$ cat config.mk
export PLATFORM = sky130hd
export DESIGN_NAME = i2c_master_bit_sequencer
export DESIGN_NICKNAME = d
export VERILOG_FILES = /design/src/hw/rtl/i2cms_pkg.sv /design/src/hw/rtl/i2cms_front.sv /design/src/hw/rtl/i2cms_queue.sv /design/src/hw/rtl/i2cms_back.sv /design/src/hw/rtl/i2c_master_bit_sequencer.sv
export SDC_FILE = /design/constraint.sdc
export NUM_CORES = 1
export LEC_CHECK = 0
export ABC_AREA = 1
export BUFFER_PORTS_ARGS = -buffer_cell sky130_fd_sc_hd__buf_2
export CORE_MARGIN = 5
export CORE_UTILIZATION = 61
export DETAILED_ROUTE_END_ITERATION = 6
export PLACE_DENSITY = 0.89
export SKIP_CTS_REPAIR_TIMING = 1
export SYNTH_ARGS = -nofsm -noshare
export SYNTH_HDL_FRONTEND = slang
export SYNTH_HIERARCHICAL = 1
export SYNTH_SLANG_ARGS = --single-unit
$ cat constraint.sdc
create_clock -name clk -period 3.9 [get_ports clk]
set_input_delay 1.17 -clock clk [delete_from_list [all_inputs] [get_ports clk]]
set_output_delay 1.17 -clock clk [all_outputs]
set_load 0.005 [all_outputs]
$ cat src/hw/rtl/i2cms_pkg.sv
// ----------------------------------------------------------------------------
// i2cms_pkg: shared types and constants of the I2C master bit sequencer
// Command codes, queue sizing and the item that travels from front to back.
// ----------------------------------------------------------------------------
package i2cms_pkg;

  // command codes carried in in_tuser
  localparam logic [2:0] CMD_NONE  = 3'd0;
  localparam logic [2:0] CMD_START = 3'd1;
  localparam logic [2:0] CMD_STOP  = 3'd2;
  localparam logic [2:0] CMD_ACK   = 3'd3;
  localparam logic [2:0] CMD_NACK  = 3'd4;
  localparam logic [2:0] CMD_WAIT  = 3'd5;
  localparam logic [2:0] CMD_WRITE = 3'd6;
  localparam logic [2:0] CMD_READ  = 3'd7;

  // configuration register indexes
  localparam logic CFG_HALF_PERIOD = 1'b0;
  localparam logic CFG_POLL_LIMIT  = 1'b1;

  localparam logic [15:0] HALF_PERIOD_RST = 16'd5;
  localparam logic [7:0]  POLL_LIMIT_RST  = 8'd200;

  // tick queue between front and back
  localparam int QDEPTH = 4;
  localparam int QAW    = $clog2(QDEPTH);

  typedef struct packed {
    logic       has_cmd;
    logic [2:0] cmd;
    logic [7:0] wdata;
    logic       ack_bit;
    logic       sda;
  } tick_item_t;

  typedef struct packed {
    logic full;
    logic empty;
  } q_status_t;

endpackage

$ cat src/hw/rtl/i2cms_front.sv
// ----------------------------------------------------------------------------
// i2cms_front: tick intake
// Accepts one tick transfer, unpacks and classifies it for the queue.
// ----------------------------------------------------------------------------
module i2cms_front (
  input  logic                  in_tvalid,
  output logic                  in_tready,
  input  logic [15:0]           in_tdata,
  input  logic [2:0]            in_tuser,
  input  i2cms_pkg::q_status_t  q_stat,
  output logic                  push,
  output i2cms_pkg::tick_item_t push_item
);
  import i2cms_pkg::*;

  assign in_tready = !q_stat.full;
  assign push      = in_tvalid && !q_stat.full;

  always_comb begin
    push_item.has_cmd = (in_tuser != CMD_NONE);
    push_item.cmd     = in_tuser;
    push_item.wdata   = in_tdata[7:0];
    push_item.ack_bit = in_tdata[8];
    push_item.sda     = in_tdata[9];
  end

endmodule

$ cat src/hw/rtl/i2cms_queue.sv
// ----------------------------------------------------------------------------
// i2cms_queue: short tick queue
// Flop-based FIFO that lets intake and sequencer stall independently.
// ----------------------------------------------------------------------------
module i2cms_queue (
  input  logic                  clk,
  input  logic                  rst_n,
  input  logic                  push,
  input  i2cms_pkg::tick_item_t push_item,
  input  logic                  pop,
  output i2cms_pkg::tick_item_t pop_item,
  output i2cms_pkg::q_status_t  q_stat
);
  import i2cms_pkg::*;

  tick_item_t       mem_r [QDEPTH];
  logic [QAW-1:0]   wr_ptr_r, wr_ptr_nxt;
  logic [QAW-1:0]   rd_ptr_r, rd_ptr_nxt;
  logic [QAW:0]     cnt_r, cnt_nxt;

  assign q_stat.full  = (cnt_r == (QAW+1)'(QDEPTH));
  assign q_stat.empty = (cnt_r == '0);
  assign pop_item     = mem_r[rd_ptr_r];

  always_comb begin
    wr_ptr_nxt = push ? wr_ptr_r + 1'b1 : wr_ptr_r;
    rd_ptr_nxt = pop  ? rd_ptr_r + 1'b1 : rd_ptr_r;
    cnt_nxt    = cnt_r + (QAW+1)'(push) - (QAW+1)'(pop);
  end

  always_ff @(posedge clk) begin
    if (!rst_n) begin
      wr_ptr_r <= '0;
      rd_ptr_r <= '0;
      cnt_r    <= '0;
    end else begin
      wr_ptr_r <= wr_ptr_nxt;
      rd_ptr_r <= rd_ptr_nxt;
      cnt_r    <= cnt_nxt;
    end
  end

  always_ff @(posedge clk) begin
    if (push) begin
      mem_r[wr_ptr_r] <= push_item;
    end
  end

endmodule

$ cat src/hw/rtl/i2cms_back.sv
// ----------------------------------------------------------------------------
// i2cms_back: bus level sequencer
// Plays one tick per cycle on the SCL/SDA phase machine while the output register
// can take it; holds config registers and the output register.
// ----------------------------------------------------------------------------
module i2cms_back (
  input  logic                  clk,
  input  logic                  rst_n,
  input  logic                  cfg_wr_en,
  input  logic                  cfg_index,
  input  logic [15:0]           cfg_wdata,
  input  i2cms_pkg::q_status_t  q_stat,
  input  i2cms_pkg::tick_item_t pop_item,
  output logic                  pop,
  output logic                  out_tvalid,
  input  logic                  out_tready,
  output logic [15:0]           out_tdata
);
  import i2cms_pkg::*;

  localparam logic [3:0] PH_IDLE    = 4'd0;
  localparam logic [3:0] PH_ST_PRE  = 4'd1;
  localparam logic [3:0] PH_ST_HI   = 4'd2;
  localparam logic [3:0] PH_ST_LOW  = 4'd3;
  localparam logic [3:0] PH_SP_A    = 4'd4;
  localparam logic [3:0] PH_SP_B    = 4'd5;
  localparam logic [3:0] PH_SP_C    = 4'd6;
  localparam logic [3:0] PH_AK_LO   = 4'd7;
  localparam logic [3:0] PH_AK_HI   = 4'd8;
  localparam logic [3:0] PH_WB_LO   = 4'd9;
  localparam logic [3:0] PH_WB_HI   = 4'd10;
  localparam logic [3:0] PH_WA_LO   = 4'd11;
  localparam logic [3:0] PH_WA_HI   = 4'd12;
  localparam logic [3:0] PH_WA_POLL = 4'd13;
  localparam logic [3:0] PH_RB_LO   = 4'd14;
  localparam logic [3:0] PH_RB_HI   = 4'd15;

  // {scl, sda} driven while a phase is held
  function automatic logic [1:0] phase_levels(input logic [3:0] ph, input logic ackb,
                                              input logic msb);
    logic [1:0] lv;
    begin
      lv = 2'b01;
      case (ph)
        PH_ST_PRE:  lv = 2'b01;
        PH_ST_HI:   lv = 2'b11;
        PH_ST_LOW:  lv = 2'b10;
        PH_SP_A:    lv = 2'b00;
        PH_SP_B:    lv = 2'b10;
        PH_SP_C:    lv = 2'b11;
        PH_AK_LO:   lv = {1'b0, ackb};
        PH_AK_HI:   lv = {1'b1, ackb};
        PH_WB_LO:   lv = {1'b0, msb};
        PH_WB_HI:   lv = {1'b1, msb};
        PH_WA_LO:   lv = 2'b01;
        PH_WA_HI:   lv = 2'b11;
        PH_WA_POLL: lv = 2'b11;
        PH_RB_LO:   lv = 2'b01;
        PH_RB_HI:   lv = 2'b11;
        default:    lv = 2'b01;
      endcase
      return lv;
    end
  endfunction

  logic [15:0] half_r;
  logic [7:0]  limit_r;

  logic [3:0]  phase_r,  phase_nxt;
  logic [2:0]  cmd_r,    cmd_nxt;
  logic [3:0]  bit_r,    bit_nxt;
  logic [7:0]  shift_r,  shift_nxt;
  logic [15:0] timer_r,  timer_nxt;
  logic [7:0]  poll_r,   poll_nxt;
  logic        pack_r,   pack_nxt;
  logic        scl_r,    scl_nxt;
  logic        sda_r,    sda_nxt;
  logic [7:0]  rhold_r,  rhold_nxt;
  logic        nack_r,   nack_nxt;
  logic        done_nxt;
  logic        out_vld_r;
  logic [15:0] out_dat_r, out_dat_nxt;

  logic        go;
  logic        fin;
  logic [3:0]  tgt;
  logic        expire;
  logic [15:0] half_eff;
  logic [1:0]  lv;

  assign pop        = !q_stat.empty && (!out_vld_r || out_tready);
  assign out_tvalid = out_vld_r;
  assign out_tdata  = out_dat_r;
  assign half_eff   = (half_r == '0) ? 16'd1 : half_r;
  assign expire     = (timer_r <= 16'd1);

  always_comb begin
    phase_nxt = phase_r;
    cmd_nxt   = cmd_r;
    bit_nxt   = bit_r;
    shift_nxt = shift_r;
    timer_nxt = timer_r;
    poll_nxt  = poll_r;
    pack_nxt  = pack_r;
    scl_nxt   = scl_r;
    sda_nxt   = sda_r;
    rhold_nxt = rhold_r;
    nack_nxt  = nack_r;
    done_nxt  = 1'b0;
    go        = 1'b0;
    fin       = 1'b0;
    tgt       = PH_IDLE;
    lv        = 2'b11;

    if (phase_r == PH_IDLE) begin
      if (pop_item.has_cmd) begin
        cmd_nxt = pop_item.cmd;
        go      = 1'b1;
        case (pop_item.cmd)
          CMD_START: tgt = PH_ST_PRE;
          CMD_STOP:  tgt = PH_SP_A;
          CMD_ACK: begin
            pack_nxt = 1'b0;
            tgt      = PH_AK_LO;
          end
          CMD_NACK: begin
            pack_nxt = 1'b1;
            tgt      = PH_AK_LO;
          end
          CMD_WAIT: begin
            poll_nxt = '0;
            tgt      = PH_WA_LO;
          end
          CMD_WRITE: begin
            shift_nxt = pop_item.wdata;
            bit_nxt   = '0;
            tgt       = PH_WB_LO;
          end
          default: begin
            shift_nxt = '0;
            bit_nxt   = '0;
            pack_nxt  = pop_item.ack_bit;
            tgt       = PH_RB_LO;
          end
        endcase
      end
    end else if (phase_r == PH_WA_POLL) begin
      if (!pop_item.sda) begin
        nack_nxt = 1'b0;
        fin      = 1'b1;
      end else if (poll_r >= limit_r) begin
        nack_nxt = 1'b1;
        go       = 1'b1;
        tgt      = PH_SP_A;
      end else begin
        poll_nxt = poll_r + 8'd1;
      end
    end else if (expire) begin
      case (phase_r)
        PH_ST_PRE: begin go = 1'b1; tgt = PH_ST_HI; end
        PH_ST_HI:  begin go = 1'b1; tgt = PH_ST_LOW; end
        PH_SP_A:   begin go = 1'b1; tgt = PH_SP_B; end
        PH_SP_B:   begin go = 1'b1; tgt = PH_SP_C; end
        PH_AK_LO:  begin go = 1'b1; tgt = PH_AK_HI; end
        PH_AK_HI: begin
          if (cmd_r == CMD_READ) begin
            rhold_nxt = shift_r;
          end
          fin = 1'b1;
        end
        PH_WB_LO:  begin go = 1'b1; tgt = PH_WB_HI; end
        PH_WB_HI: begin
          bit_nxt = bit_r + 4'd1;
          if (bit_nxt >= 4'd8) begin
            fin = 1'b1;
          end else begin
            shift_nxt = {shift_r[6:0], 1'b0};
            go        = 1'b1;
            tgt       = PH_WB_LO;
          end
        end
        PH_WA_LO:  begin go = 1'b1; tgt = PH_WA_HI; end
        PH_WA_HI:  begin go = 1'b1; tgt = PH_WA_POLL; end
        PH_RB_LO:  begin go = 1'b1; tgt = PH_RB_HI; end
        PH_RB_HI: begin
          // sample SDA at the last tick of SCL high
          shift_nxt = {shift_r[6:0], pop_item.sda};
          bit_nxt   = bit_r + 4'd1;
          go        = 1'b1;
          tgt       = (bit_nxt >= 4'd8) ? PH_AK_LO : PH_RB_LO;
        end
        default: fin = 1'b1;  // start low level and stop high level end here
      endcase
    end else begin
      timer_nxt = timer_r - 16'd1;
    end

    if (go) begin
      lv        = phase_levels(tgt, pack_nxt, shift_nxt[7]);
      phase_nxt = tgt;
      scl_nxt   = lv[1];
      sda_nxt   = lv[0];
      timer_nxt = half_eff;
    end
    if (fin) begin
      if (phase_r != PH_SP_C) begin
        scl_nxt = 1'b0;
      end
      phase_nxt = PH_IDLE;
      timer_nxt = '0;
      done_nxt  = 1'b1;
    end

    out_dat_nxt = {3'b000, nack_nxt, rhold_nxt, done_nxt, (phase_nxt != PH_IDLE),
                   sda_nxt, scl_nxt};
  end

  always_ff @(posedge clk) begin
    if (!rst_n) begin
      half_r    <= HALF_PERIOD_RST;
      limit_r   <= POLL_LIMIT_RST;
      phase_r   <= PH_IDLE;
      cmd_r     <= CMD_NONE;
      bit_r     <= '0;
      shift_r   <= '0;
      timer_r   <= '0;
      poll_r    <= '0;
      pack_r    <= 1'b0;
      scl_r     <= 1'b1;
      sda_r     <= 1'b1;
      rhold_r   <= '0;
      nack_r    <= 1'b0;
      out_vld_r <= 1'b0;
    end else begin
      if (cfg_wr_en) begin
        case (cfg_index)
          CFG_HALF_PERIOD: half_r  <= cfg_wdata;
          CFG_POLL_LIMIT:  limit_r <= cfg_wdata[7:0];
          default: ;
        endcase
      end
      if (pop) begin
        phase_r <= phase_nxt;
        cmd_r   <= cmd_nxt;
        bit_r   <= bit_nxt;
        shift_r <= shift_nxt;
        timer_r <= timer_nxt;
        poll_r  <= poll_nxt;
        pack_r  <= pack_nxt;
        scl_r   <= scl_nxt;
        sda_r   <= sda_nxt;
        rhold_r <= rhold_nxt;
        nack_r  <= nack_nxt;
      end
      if (pop) begin
        out_vld_r <= 1'b1;
      end else if (out_tready) begin
        out_vld_r <= 1'b0;
      end
    end
  end

  always_ff @(posedge clk) begin
    if (pop) begin
      out_dat_r <= out_dat_nxt;
    end
  end

endmodule

$ cat src/hw/rtl/i2c_master_bit_sequencer.sv
// ----------------------------------------------------------------------------
// i2c_master_bit_sequencer: I2C master bit-level controller, one tick per item
// An accepted tick is registered in the queue, then in the output register when popped.
// One tick per cycle while the queue is not empty and out_tready does not stall output.
// The 4-entry tick queue keeps intake running while a result waits on out_tready.
// Reset (rst_n low, synchronous): queue and output emptied, bus released (1,1),
// half period 5 ticks, poll limit 200, held read byte and NACK flag cleared.
// ----------------------------------------------------------------------------
module i2c_master_bit_sequencer (
  input  logic        clk,
  input  logic        rst_n,
  // configuration writes: index 0 half_period_ticks, 1 ack_poll_limit
  input  logic        cfg_wr_en,
  input  logic        cfg_index,
  input  logic [15:0] cfg_wdata,
  // tick input
  input  logic        in_tvalid,
  output logic        in_tready,
  input  logic [15:0] in_tdata,   // [7:0] write_data, [8] ack_to_send, [9] sda_in
  input  logic [2:0]  in_tuser,   // [2:0] command
  // tick results
  output logic        out_tvalid,
  input  logic        out_tready,
  output logic [15:0] out_tdata   // [0] scl_out, [1] sda_out, [2] busy_res,
                                  // [3] done_res, [11:4] read_value, [12] nack_seen
);
  import i2cms_pkg::*;

  // front -> queue -> back. The front only classifies; every tick, with or
  // without a command, is a transfer through the queue since each one
  // advances the bus timing by one tick.
  logic       push;
  logic       pop;
  tick_item_t push_item;
  tick_item_t pop_item;
  q_status_t  q_stat;

  i2cms_front u_front (
    .in_tvalid (in_tvalid),
    .in_tready (in_tready),
    .in_tdata  (in_tdata),
    .in_tuser  (in_tuser),
    .q_stat    (q_stat),
    .push      (push),
    .push_item (push_item)
  );

  i2cms_queue u_queue (
    .clk       (clk),
    .rst_n     (rst_n),
    .push      (push),
    .push_item (push_item),
    .pop       (pop),
    .pop_item  (pop_item),
    .q_stat    (q_stat)
  );

  // back end: one tick per cycle whenever the output register can take it;
  // SCL/SDA level timing counts ticks, not clocks
  i2cms_back u_back (
    .clk        (clk),
    .rst_n      (rst_n),
    .cfg_wr_en  (cfg_wr_en),
    .cfg_index  (cfg_index),
    .cfg_wdata  (cfg_wdata),
    .q_stat     (q_stat),
    .pop_item   (pop_item),
    .pop        (pop),
    .out_tvalid (out_tvalid),
    .out_tready (out_tready),
    .out_tdata  (out_tdata)
  );

endmodule

# After elaboration in Yosys (flattened, before gate mapping)
# Memories as Yosys holds them, arrays and structs flattened. A register that Yosys moved wholly into a read port is not among the register bits.
# Cells that the tools add are included.
op_classes:
  add_sub_neg: 7
  order_cmp: 3
  eq_ne: 43
  n_mux: 75
  bitwise: 1
  reduce_logical: 31
ops:
  columns: ["op", "count"]
  rows:
  - ["two-way mux 8 bit", 16]
  - ["two-way mux 16 bit", 6]
  - ["two-way mux 4 bit", 15]
  - ["equality test 4 bit (second input constant)", 14]
  - ["one-hot mux 4 bit (11 select lines)", 1]
  - ["one-hot mux 8 bit (2 select lines)", 2]
  - ["equality test 4 x 3 -> 1 bit (second input constant)", 7]
  - ["two-way mux 1 bit", 27]
  - ["one-hot mux 4 bit (5 select lines)", 1]
  - ["less-or-equal comparator 16 x 1 -> 1 bit (second input constant)", 1]
  - ["zero test 16 bit", 1]
  - ["subtractor 16 x 1 -> 16 bit (second input constant)", 1]
  - ["equality test 3 bit (second input constant)", 5]
  - ["one-hot mux 2 bit (7 select lines)", 1]
  - ["equality test 4 x 2 -> 1 bit (second input constant)", 3]
  - ["AND reduction 6 bit", 2]
  - ["nonzero test 2 bit", 5]
  - ["OR reduction 10 bit", 1]
  - ["OR reduction 5 bit", 2]
  - ["inequality test 3 x 1 -> 1 bit (second input constant)", 3]
  - ["adder 8 x 1 -> 8 bit (second input constant)", 1]
  - [">= comparator 8 bit", 1]
  - ["AND reduction 7 bit", 1]
  - ["equality test 3 x 2 -> 1 bit (second input constant)", 2]
  - ["other kinds (28)", 41]
totals:
  regBits: 100
  ramBits: 56
  in_bits: 41
  out_inout_bits: 18
  wordCells: 180
  n_memories: 1
memory_table:
  columns: ["name", "words", "word_bits", "read_ports", "rd_ports_with_merged_regs", "write_ports", "line_no", "rtl"]
  rows:
  - ["u_queue.mem_r", 4, 14, 1, 1, 1, "i2cms_queue.sv:16", "tick_item_t mem_r [QDEPTH];"]

# Logic depth before layout (Yosys ltp)
# Gate-level depths: netlist (run 1).
logic_depth:
  depth_word: 13
  mapped_depth: 22
  depth_no_buf: 21

# Hierarchy
# The synthesis (run 1) kept the hierarchy.
by_module_without_submodules:
  columns: ["mod", "n_inst", "cells_each", "area_each_um2", "seq_area_each_um2"]
  rows:
  - ["i2cms_back", 1, 743, 5187.5, 1991.9]
  - ["i2cms_queue", 1, 218, 2760.1, 1861.8]
  - ["i2cms_front", 1, 19, 120.1, 0.0]

# Worst setup path after synthesis (run 1)
# OpenSTA, ideal clock, no wires.
synth_path:
  path_kind: "input to register"
  startpoint: "input out_tready"
  endpoint: "register u_queue.cnt_r[2]"
  setup_time_ns: 0.115
  arrival_ns: 3.316
  required_ns: 3.785
  slack_ns: 0.469
  cell_stages: 10
  n_path_buf: 1
  cell_sequence: "inv_1 > a21oi_1 > clkbuf_1 > ha_1 > inv_1 > ha_1 > inv_1 > fa_1 > a21oi_1 > nor2_1"
synth_via:
  elab_chain_cells: 3
synth_rtl:
  columns: ["item", "line_no", "rtl"]
  rows:
  - ["start: declaration", "i2c_master_bit_sequencer.sv:23", "input logic out_tready,"]
  - ["logical OR 1 bit", "i2cms_back.sv:91", "assign pop = !q_stat.empty && (!out_vld_r || out_tready);"]
  - ["logical AND 1 bit", "i2cms_back.sv:91", null]
  - ["named net pop", "i2c_master_bit_sequencer.sv:33", "logic pop;"]
  - ["subtractor 3 x 1 -> 3 bit", "i2cms_queue.sv:28", "cnt_nxt = cnt_r + (QAW+1)'(push) - (QAW+1)'(pop);"]
  - ["end signal: assignment", "i2cms_queue.sv:39", "cnt_r <= cnt_nxt;"]
  - ["end: declaration", "i2cms_queue.sv:19", "logic [QAW:0] cnt_r, cnt_nxt;"]
# The timed path passes the listed nets, and every way through them passes these cells.
# A chain may end at the register's enable or synchronous reset.

==> results by group, run 1 <==
GRT
  – Initial antenna violation count: 0
  – Gr usage total: between 20% and 30%
  – First-pass GRT wire length: 28600 µm
  – Pin count of the biggest net entering global routing: 50
  – GR Overflow Total: 0
  – Vias in the first global route: approximately 6.2k

Clock network
  – TritonCTS Buffers: 17
  – Htree depth: 4
  – CTS root buf: clkbuf_16
  – Clk sinks: approximately 160
  – Clock Latency Late Sink: 0.44 ns
  – TritonCTS clock tree: done
  – Clk buf depth: 2
  – Clock Pin Slew Worst Setup and Hold Paths: approximately 0.06 ns

Timing
  – Setup TNS: 0 ns
  – Slew Limit Headroom: between 40% and 50%
  – Crit share post-route: between 80 and 90%
  – Slew Limit Fails: 0
  – Clk_skew: about 0.013 ns
  – RSZ-0062 raised after global routing: no
  – Final setup violation count: 0
  – Tmin final: around 3.2 ns
  – Measured slew at the worst slew-check pin: about 0.8 ns
  – Fin. Hold Viols: 0
  – Peak Freq: approximately 310 MHz

Yosys
  – Ys flop type: dfxtp_1
  – Synthesized cell area: just over 0.008 mm²
  – Synthesis warning total: 6
  – Count of different cell masters after synthesis: 55
  – Sequential area share after synthesis: 47.8%
  – EDFF count, synth: between 60 and 70
  – Top cells by count, synth: nand2_1, inv_1, nor2_1
  – Ranking of synthesized cells by area: edfxtp_1, dfxtp_1, nand2_1
  – Synth top area share: 25.7%
  – #FFs+latches synth: ~160
  – Mapped Cells: between 900 and 1k
  – Count leader, synth: nand2_1
  – Async set or reset register ratio after synthesis: 0%
  – Avg Cell Area, Syn: 8.23 µm²
  – Largest area contributor in the netlist: edfxtp_1

Setup path
  – Reg-to-reg endpoint: u_back/timer_r[9]
  – CP endpoint kind: flop
  – Reg2Reg Depth: 12
  – Worst Path Class, Setup: reg2reg
  – WP data required: about 4.3 ns
  – WP data arrival: 3.54 ns
  – Crit start category: flop
  – CP Max Fanout: between 40 and 50
  – R2r setup slk: between 0.7 and 0.8 ns

Floorplan
  – Die X: between 100 and 150 µm
  – # rows: 42
  – CORE AREA: ~0.013 mm²
  – Boundary Pins: 59
  – DIE AREA: around 0.016 mm²
  – Initial Utilization: 61.7%
  – Die H: 125 µm

Pwr
  – Total design power: between 7 and 8 mW
  – Switching pwr: between 3 and 4 mW
  – Seq pwr share: between 30% and 40%
  – Clock power frac: 21.8%
  – Internal power: 4.05 mW
  – Leakage power figure: roughly 3.9 nW
  – Switching Fraction: between 40 and 50%
  – Worst VDD drop: around 0.5 mV
  – Combinational share of power: between 40% and 50%
  – Pwr dens: 816 mW/mm²

Drt
  – Pre-antenna DRT Iters: 6
  – Remaining antenna violation count: 0
  – Initial DRC Count: roughly 580
  – Routed WL: 17400 µm
  – Drt drc: 0
  – Vias per cell: about 5.5
  – Total number of vias: about 6.6k
  – Routed WL per cell: around 14 µm

Flow run
  – Maxcap violations: 0

Placed design
  – Dpl hpwl: 11500 µm
  – RD Place Congestion: roughly 0.93
  – Port bufs: 49

Outcome
  – Status: complete, no violations

Worst hold path
  – Worst Hold Path Cells: 2
  – Hold Crit Endpoint: u_queue/rd_ptr_r[1]
  – Hold Path Origin: u_queue/rd_ptr_r[1]
  – Hold WC Path Type: reg2reg

Finish
  – Area Growth Syn to Fin: 9.34%
  – Antenna diodes: 0
  – Final net count: between 1k and 1.5k
  – Layout cell share with drive strength beyond 1: roughly 14%
## metrics by stage
| step | util [%] | hold WS (ns) | setup WS, ns | cell area, µm² | instances |
|---|---|---|---|---|---|
| after floorplan | - | 0.433 | 0.469 | 8080 | 982 |
| after global placement | 63.2 | 0.447 | 0.926 | 8260 | 1167 |
| after detailed placement | 63.2 | 0.457 | 0.855 | 8260 | 1167 |
| after CTS | 67.4 | 0.466 | 0.747 | 8820 | 1199 |
| after global routing | 67.4 | 0.502 | 0.327 | 8820 | 1199 |
| final | 67.4 | 0.466 | 0.707 | 8820 | 1199 |
## power groups by stage
stage / Clock [mW] / Combinational [mW] / Sequential, mW
final: 1.57 / 3.16 / 2.47
after global placement: 0 / 2.96 / 2.47
after detailed placement: 0 / 3.08 / 2.48
after CTS: 1.59 / 3.11 / 2.46
after global routing: 1.68 / 3.56 / 2.51
after floorplan: 0 / 2.59 / 2.37
## flip-flops by register name (all words and copies together) (netlist names), 2 cells and up, named ones only
register and flops:
u_queue/mem_r 56, u_back/out_tdata 13, u_back/limit_r 8, u_back/timer_r 16
u_back/rhold_r 8, u_back/bit_r 4, u_queue/rd_ptr_r 2, u_back/phase_r 4
u_back/poll_r 8, u_queue/cnt_r 3, u_back/shift_r 8, u_back/cmd_r 3
u_queue/wr_ptr_r 2, u_back/half_r 16
## per-layer routing
metal,routed length [µm],GRT usage (%),share of wire (%),vias to the layer above
met5,0,0,0,-
met4,393,8.42,2.3,0
met3,1000,6.06,5.8,37
met2,8550,38.0,49,223
met1,7420,27.5,43,3061
li1,-,-,-,3299
## cells by family (layout without fill, tap and decap cells)
group	after synthesis	in the layout	share of synthesized area (%)
flops	158	158	47.8
xor+xnor	11	11	1.19
buf+inv	179	220	10.4
simple gates	388	388	20.8
compound gates	221	221	16.4
mux	3	3	0.419
fa+ha+maj	19	19	3.04
other cells	1	3	0.0465
## worst max-delay path by stage
stage                                endpoint  slack (ns)  cells past startpoint
after global routing      u_back/out_tdata[0]        0.33                     17
after global placement    u_back/out_tdata[0]        0.93                     16
final                       u_back/timer_r[9]        0.71                     12
after detailed placement    u_back/timer_r[4]        0.86                     13
after CTS                   u_back/timer_r[9]        0.75                     12
after floorplan              u_queue/cnt_r[2]        0.47                     10
## layout by cell type (no fill, tap or decap), types with 39 or more instances in the layout
cell type | synthesis | final
a21oi_1 | 78 | 77
buf_2 | 5 | 49
dfxtp_1 | 89 | 88
edfxtp_1 | 69 | 69
inv_1 | 126 | 126
nand2_1 | 185 | 185
nand3_1 | 39 | 39
nor2_1 | 110 | 110
o21ai_0 | 80 | 80
## critical path, stage by stage (launching register included)
cell	delay, ns
dfxtp_2	0.86
o21ai_0	0.21
nand2_1	0.22
nand2_1	0.09
nand2_1	0.15
o21ai_2	0.13
nand2_4	0.27
nor2_2	0.06
nor2_2	0.40
nand2_2	0.25
inv_2	0.19
nand2_1	0.08
a21oi_1	0.17
## cell type report
cell class,instances,area (µm²)
Clock buffer,19,454
Clock inverter,13,103
Fill cell,1015,4260
Inverter,132,498
Multi-Input combinational cell,645,3390
Sequential cell,158,3850
Tap cell,176,220
Timing Repair Buffer,56,298
Power figures use the tool's default switching activity.
==> run 2: changes to the inputs <==
Settings changed: ABC_AREA 1 to 0, CORE_UTILIZATION 61 to 60, PLACE_DENSITY 0.89 to 0.88.
Clock period 3.9 ns to 3 ns, I/O delays scaled along.
==> results by group, run 2 <==
Outcome
  – Status: complete, no violations

Drt
  – Total number of vias: 5864 (-11%)
  – Routed WL: 17600 µm (+1.0%)
  – Drt drc: 0 (unchanged)
  – Vias per cell: 6.03 (+9.3%)
  – Pre-antenna DRT Iters: 6 (unchanged)
  – Initial DRC Count: 595 (+2.8%)
  – Remaining antenna violation count: 0 (unchanged)
  – Routed WL per cell: 18.1 µm (+25%)

Setup path
  – R2r setup slk: 0.21 ns (-0.50 ns)
  – CP Buf/Inv Count: 0 (-1)
  – Levels on crit path: 7 (-5)
  – CP Max Fanout: 9 (-78%)
  – WP data arrival: 2.95 ns (-0.59 ns)
  – Crit start category: flop
  – CP endpoint kind: flop
  – Worst Path Class, Setup: reg2reg
  – WP data required: 3.16 ns (-1.09 ns)
  – Reg-to-reg endpoint: u_back/out_tdata[1]
  – Worst path top cell family by delay: simple AND/OR/NAND/NOR gates
  – Max incr delay on CP: 0.64 ns (-0.22 ns)
  – Critical path destination: u_back/out_tdata[1]
  – Reg2Reg Depth: 7 (-5)
  – CP max stage cell: mux4_2
  – CP cell instances: mux4_2 -> nand2b_1 -> o211ai_1 -> o21ai_2 -> and3_4 -> nor4_1 -> nor3_1

Floorplan
  – Initial Utilization: 61.0% (-0.64 points)
  – CORE AREA: 0.0126 mm² (-3.9%)
  – Boundary Pins: 59 (unchanged)
  – Die H: 123 µm (-1.6%)
  – DIE AREA: 0.0151 mm² (-3.1%)
  – # rows: 41 (-2.4%)
  – Die X: 123 µm (-1.6%)

Timing
  – Fin. Hold Viols: 0 (unchanged)
  – Measured slew at the worst slew-check pin: 0.951 ns (+0.126 ns)
  – Peak Freq: 358 MHz (+14%)
  – RSZ-0062 raised after global routing: no
  – Slew Limit Fails: 0 (unchanged)
  – Final setup violation count: 0 (unchanged)
  – Slew Limit Headroom: 36.5% (-8.5 points)
  – Tmin final: 2.79 ns (-0.403 ns)
  – Fin Hold WS: 0.466 ns (+0.000548 ns)
  – Crit share post-route: 93.0% (+11 points)
  – Clk_skew: 0.00654 ns (-0.00638 ns)
  – Final WS setup: 0.210 ns (-0.497 ns)

Finish
  – Finished Layout Cells: 972 (-19%)
  – Most common cell after layout, fill and taps aside: dfxtp_1
  – Multi-input logic area: 0.00341 mm² (+0.63%)
  – Final net count: 847 (-21%)
  – Layout cell share with drive strength beyond 1: 20.6% (+6.7 points)
  – Area Growth Syn to Fin: 12.3%
  – Most frequent cells in the layout: dfxtp_1, nand2_1, nor2_1, edfxtp_1, a21oi_1
  – Sequential cell area: 0.00385 mm² (unchanged)
  – Biggest register: u_queue/mem_r
  – Max reg flops: 56 (unchanged)
  – # fillers: 874 (-14%)
  – Biggest regs: u_queue/mem_r (56), u_back/half_r (16), u_back/timer_r (16)
  – Antenna diodes: 0 (unchanged)

Clock network
  – Clk buf depth: 2 (unchanged)
  – CTS root buf: clkbuf_16
  – Clock Pin Slew Worst Setup and Hold Paths: 0.06 ns (about the same)
  – Clock Latency Late Sink: 0.42 ns (-0.02 ns)
  – Clk sinks: 158 (unchanged)
  – TritonCTS clock tree: done
  – TritonCTS Buffers: 17 (unchanged)
  – Htree depth: 4 (unchanged)

Pwr
  – Total design power: 9.52 mW (+32%)
  – Combinational share of power: 46.6% (+2.7 points)
  – Worst VDD drop: 0.676 mV (+32%)
  – Seq pwr share: 32.4% (-1.9 points)
  – Clock power frac: 21.0% (-0.8 points)
  – Internal power: 5.65 mW (+39%)
  – Leakage power figure: 3.29 nW (-16%)
  – Switching pwr: 3.86 mW (+23%)
  – Switching Fraction: 40.6% (-3.1 points)
  – Pwr dens: 1110 mW/mm² (+35%)

Yosys
  – Synthesis warning total: 6 (unchanged)
  – Mapped Cells: 740 (-24%)
  – Count leader, synth: dfxtp_1
  – #FFs+latches synth: 158 (unchanged)
  – EDFF count, synth: 69 (unchanged)
  – Async set or reset register ratio after synthesis: 0% (unchanged)
  – Ranking of synthesized cells by area: edfxtp_1, dfxtp_1, nand2_1
  – Synth top area share: 27.0% (+1.3 points)
  – Largest area contributor in the netlist: edfxtp_1
  – Sequential area share after synthesis: 50.3% (+2.5 points)
  – Count of different cell masters after synthesis: 81 (+47%)
  – Avg Cell Area, Syn: 10.4 µm² (+26%)
  – Top cells by count, synth: dfxtp_1, nand2_1, nor2_1
  – Ys flop type: dfxtp_1
  – Synthesized cell area: 0.00767 mm² (-4.9%)

Placed design
  – Post-place setup slack: -0.0213 ns (-0.876 ns)
  – RD Place Congestion: 0.944 (+2.0%)
  – Port bufs: 49 (unchanged)
  – Dpl cells: 940 (-19%)
  – Dpl hpwl: 12100 µm (+5.4%)

Flow run
  – Maxcap violations: 0 (unchanged)

GRT
  – GR Overflow Total: 0 (unchanged)
  – Pin count of the biggest net entering global routing: 54 (+8.0%)
  – First-pass GRT wire length: 28600 µm (about the same)
  – Initial antenna violation count: 0 (unchanged)
  – Gr usage total: 24.1% (+1.7 points)
  – Vias in the first global route: 5908 (-5.1%)

Worst hold path
  – Hold WC Path Type: reg2reg
==> run 2: changes by cell type after synthesis, sizes merged, moves of 11 or more <==
cell,previous run,this run
inv,131,21
mux4,0,14
a22oi,1,12
nand2,195,83
a21oi,80,61
nor3,11,31
o21ai,97,15
nand3,40,17
nor2,120,74
o211ai,19,7
==> run 2: worst min path at each step <==
stage,start,endpoint,depth (start not counted)
2_1_floorplan,u_back/cmd_r[1],u_back/cmd_r[1],2
3_3_place_gp,u_back/cmd_r[1],u_back/cmd_r[1],2
3_5_place_dp,u_back/scl_r,u_back/scl_r,2
4_1_cts,u_back/cmd_r[2],u_back/cmd_r[2],2
5_1_grt,u_back/cmd_r[2],u_back/cmd_r[2],2
6_report,u_back/cmd_r[0],u_back/cmd_r[0],2
==> run 2: kinds of logic after synthesis <==
| logic type | Yosys count | synth area share [%] |
|---|---|---|
| AO/OA/AOI/OAI | 155 | 13.3 |
| XOR/XNOR | 16 | 2.01 |
| adder cells (fa/ha/maj) | 19 | 3.20 |
| buffers and inverters | 78 | 5.53 |
| flip-flops | 158 | 50.3 |
| multiplexers | 29 | 6.84 |
| other | 1 | 0.0489 |
| AND/OR/NAND/NOR | 284 | 18.8 |
==> run 2: final cells by class <==
| type | instances | share of cell area, % |
|---|---|---|
| multi-input combinational | 506 | 39.6 |
| timing repair buffer | 83 | 5.81 |
| clock inverter | 13 | 1.35 |
| clock buffer | 19 | 5.03 |
| sequential | 158 | 44.8 |
| inverter | 21 | 0.915 |
| tap | 172 | 2.50 |
==> run 2: power by group through the flow <==
stage,Sequential (mW),Clock (mW),Combinational [mW]
finish,3.08,2.00,4.44
global route,3.13,2.13,4.83
CTS,3.07,2.02,4.26
detailed placement,3.10,0,4.22
global placement,3.07,0,4.09
floorplan,3.00,0,3.29
==> run 2: per-stage QoR <==
stage	area (µm²)	utilization [%]	setup TNS, ns
6_report	8610	68.5	0
5_1_grt	8610	68.5	0
4_1_cts	8600	68.4	-0.0553
3_5_place_dp	8050	64.0	-0.0528
3_3_place_gp	8050	64.0	0
2_1_floorplan	7690	-	0
==> run 2: routing by layer <==
layer  routed length, µm  global-route usage, %
met1                6990                   28.1
met2                9050                   42.3
met3                1160                   6.31
met4                 347                   9.76
met5                   0                      0
==> run 2: worst reg2reg max path: cells and delay by family, from the launching register on <==
family | cells | cell delay, ns
and+or+nand+nor | 4 | 0.95
muxes | 1 | 0.64
AOI/OAI and AO/OA | 2 | 0.51
DFF | 1 | 0.43
==> run 3: changes to the inputs <==
Settings changed: CORE_UTILIZATION 60 to 62, CTS_BUF_LIST set to sky130_fd_sc_hd__clkbuf_4, PLACE_DENSITY 0.88 to 0.9.
==> results by group, run 3 (synthesized netlist as in run 2, its figures left out) <==
GRT
  – First-pass GRT wire length: 28300 µm (-1.0%)
  – Vias in the first global route: 5865 (-0.73%)
  – GR Overflow Total: 0 (unchanged)
  – Initial antenna violation count: 0 (unchanged)
  – Pin count of the biggest net entering global routing: 54 (unchanged)
  – Gr usage total: 24.4% (+0.33 points)

Floorplan
  – Boundary Pins: 59 (unchanged)
  – # rows: 40 (-2.4%)
  – Die X: 121 µm (-1.5%)
  – Initial Utilization: 63.6% (+2.6 points)
  – CORE AREA: 0.0121 mm² (-4.0%)
  – Die H: 121 µm (-1.5%)
  – DIE AREA: 0.0147 mm² (-3.0%)

Finish
  – Area Growth Syn to Fin: 7.91%
  – Layout cell share with drive strength beyond 1: 20.2% (-0.40 points)
  – Antenna diodes: 0 (unchanged)
  – Final instance area: 0.00828 mm² (-3.9%)
  – Biggest register: u_queue/mem_r
  – # fillers: 860 (-1.6%)
  – Most frequent cells in the layout: dfxtp_1, nand2_1, nor2_1
  – Most common cell after layout, fill and taps aside: dfxtp_1
  – Biggest regs: u_queue/mem_r (56), u_back/half_r (16), u_back/timer_r (16)
  – Final net count: 843 (-0.47%)
  – Max reg flops: 56 (unchanged)

Placed design
  – RD Place Congestion: 0.923 (-2.2%)
  – Dpl hpwl: 12500 µm (+3.0%)
  – DP Area: 0.00801 mm² (-0.44%)
  – Port bufs: 49 (unchanged)

Drt
  – Total number of vias: 5910 (+0.78%)
  – Initial DRC Count: 613 (+3.0%)
  – Routed WL: 17500 µm (-0.26%)
  – Remaining antenna violation count: 0 (unchanged)
  – Pre-antenna DRT Iters: 7 (+1)
  – Drt drc: 0 (unchanged)
  – Routed WL per cell: 18.2 µm (+0.57%)
  – Vias per cell: 6.13 (+1.6%)

Timing
  – Clk_skew: 0.0218 ns (+0.0153 ns)
  – Slew Limit Fails: 0 (unchanged)
  – Fin. Hold Viols: 0 (unchanged)
  – Peak Freq: 348 MHz (-2.8%)
  – Slew Limit Headroom: 35.9% (-0.64 points)
  – Setup TNS: 0 ns (unchanged)
  – Crit share post-route: 95.7% (+2.7 points)
  – RSZ-0062 raised after global routing: no
  – Tmin final: 2.87 ns (+0.0817 ns)
  – Measured slew at the worst slew-check pin: 0.960 ns (+0.00961 ns)
  – Final setup violation count: 0 (unchanged)

Setup path
  – Crit start category: flop
  – CP Max Fanout: 9 (unchanged)
  – WP data arrival: 3.17 ns (+0.22 ns)
  – WP data required: 3.30 ns (+0.14 ns)
  – CP endpoint kind: flop
  – Worst Path Class, Setup: reg2reg

Clock network
  – Clock Latency Late Sink: 0.56 ns (+0.14 ns)
  – CTS root buf: clkbuf_4
  – Clk sinks: 158 (unchanged)
  – Clk buf depth: 2 (unchanged)
  – Htree depth: 4 (unchanged)
  – TritonCTS Buffers: 17 (unchanged)
  – Clock Pin Slew Worst Setup and Hold Paths: 0.14 ns (+0.08 ns)
  – TritonCTS clock tree: done

Flow run
  – Maxcap violations: 0 (unchanged)

Outcome
  – Status: complete, no violations

Pwr
  – Pwr dens: 1040 mW/mm² (-5.6%)
  – Internal power: 4.91 mW (-13%)
  – Switching pwr: 3.72 mW (-3.8%)
  – Seq pwr share: 35.6% (+3.2 points)
  – Clock power frac: 13.9% (-7.1 points)
  – Worst VDD drop: 0.489 mV (-28%)
  – Combinational share of power: 50.5% (+3.9 points)
  – Leakage power figure: 3.15 nW (-4.2%)
  – Switching Fraction: 43.1% (+2.5 points)

Worst hold path
  – Hold WC Path Type: reg2reg
  – Hold Path Origin: u_back/cmd_r[0]
==> run 3: cell types whose count changed in the layout (fill, tap and decap cells not counted), sizes merged <==
cell      previous run  this run
clkinvlp             3         1
clkinv               7         6
clkbuf              19        20
inv                 23        25
buf                 83        79
==> run 3: per-stage QoR <==
step	utilization (%)	std cells	worst slack (ns)	power [mW]	hold slack, ns
final	68.6	964	0.128	8.63	0.470
after global routing	68.6	964	0.00405	9.18	0.489
after CTS	68.6	964	-0.0460	8.53	0.468
after detailed placement	66.4	932	0.0268	7.33	0.450
after global placement	66.4	932	0.116	7.12	0.445
after floorplan	-	742	0.0663	6.29	0.436
==> run 3: area by class of cell <==
type | count | area [µm²] | share of cell area (%)
clock inverter | 12 | 113 | 1.36
inverter | 21 | 78.8 | 0.953
timing repair buffer | 79 | 470 | 5.68
multi-input combinational | 506 | 3400 | 41.0
sequential | 158 | 3860 | 46.6
tap | 168 | 210 | 2.54
clock buffer | 20 | 150 | 1.81
==> run 3: per-layer routing <==
metal	vias to the layer above	global-route usage, %	wire length (µm)	share of wire, %
li1	2761	-	-	-
met1	2827	28.2	6910	39
met2	269	42.9	8850	51
met3	53	5.78	1190	6.8
met4	0	11.2	554	3.2
met5	-	0	0	0
==> run 3: worst max-delay path, stage by stage (launching register included) <==
cell and delay [ns]:
dfxtp_2 0.44, mux4_2 0.63, nor2_1 0.18, buf_4 0.14, xnor2_1 0.06, o22ai_1 0.52, o2111ai_1 0.26, a21oi_1 0.28
nor3_1 0.09
==> run 3: path summary, 6_finish.rpt <==
kind | end | slack [ns] | depth (start not counted)
worst max-delay path | u_back/out_tdata[1] | 0.13 | 8
worst min-delay path | u_back/cmd_r[0] | 0.47 | 2
worst max register to register | u_back/out_tdata[1] | 0.13 | 8
worst min register to register | u_back/cmd_r[0] | 0.47 | 2
==> run 3: power by group through the flow <==
stage,clock network (mW),registers [mW],logic [mW]
floorplan,0,3.00,3.29
global placement,0,3.08,4.05
detailed placement,0,3.10,4.22
CTS,1.22,3.06,4.25
global route,1.33,3.12,4.74
finish,1.20,3.07,4.36
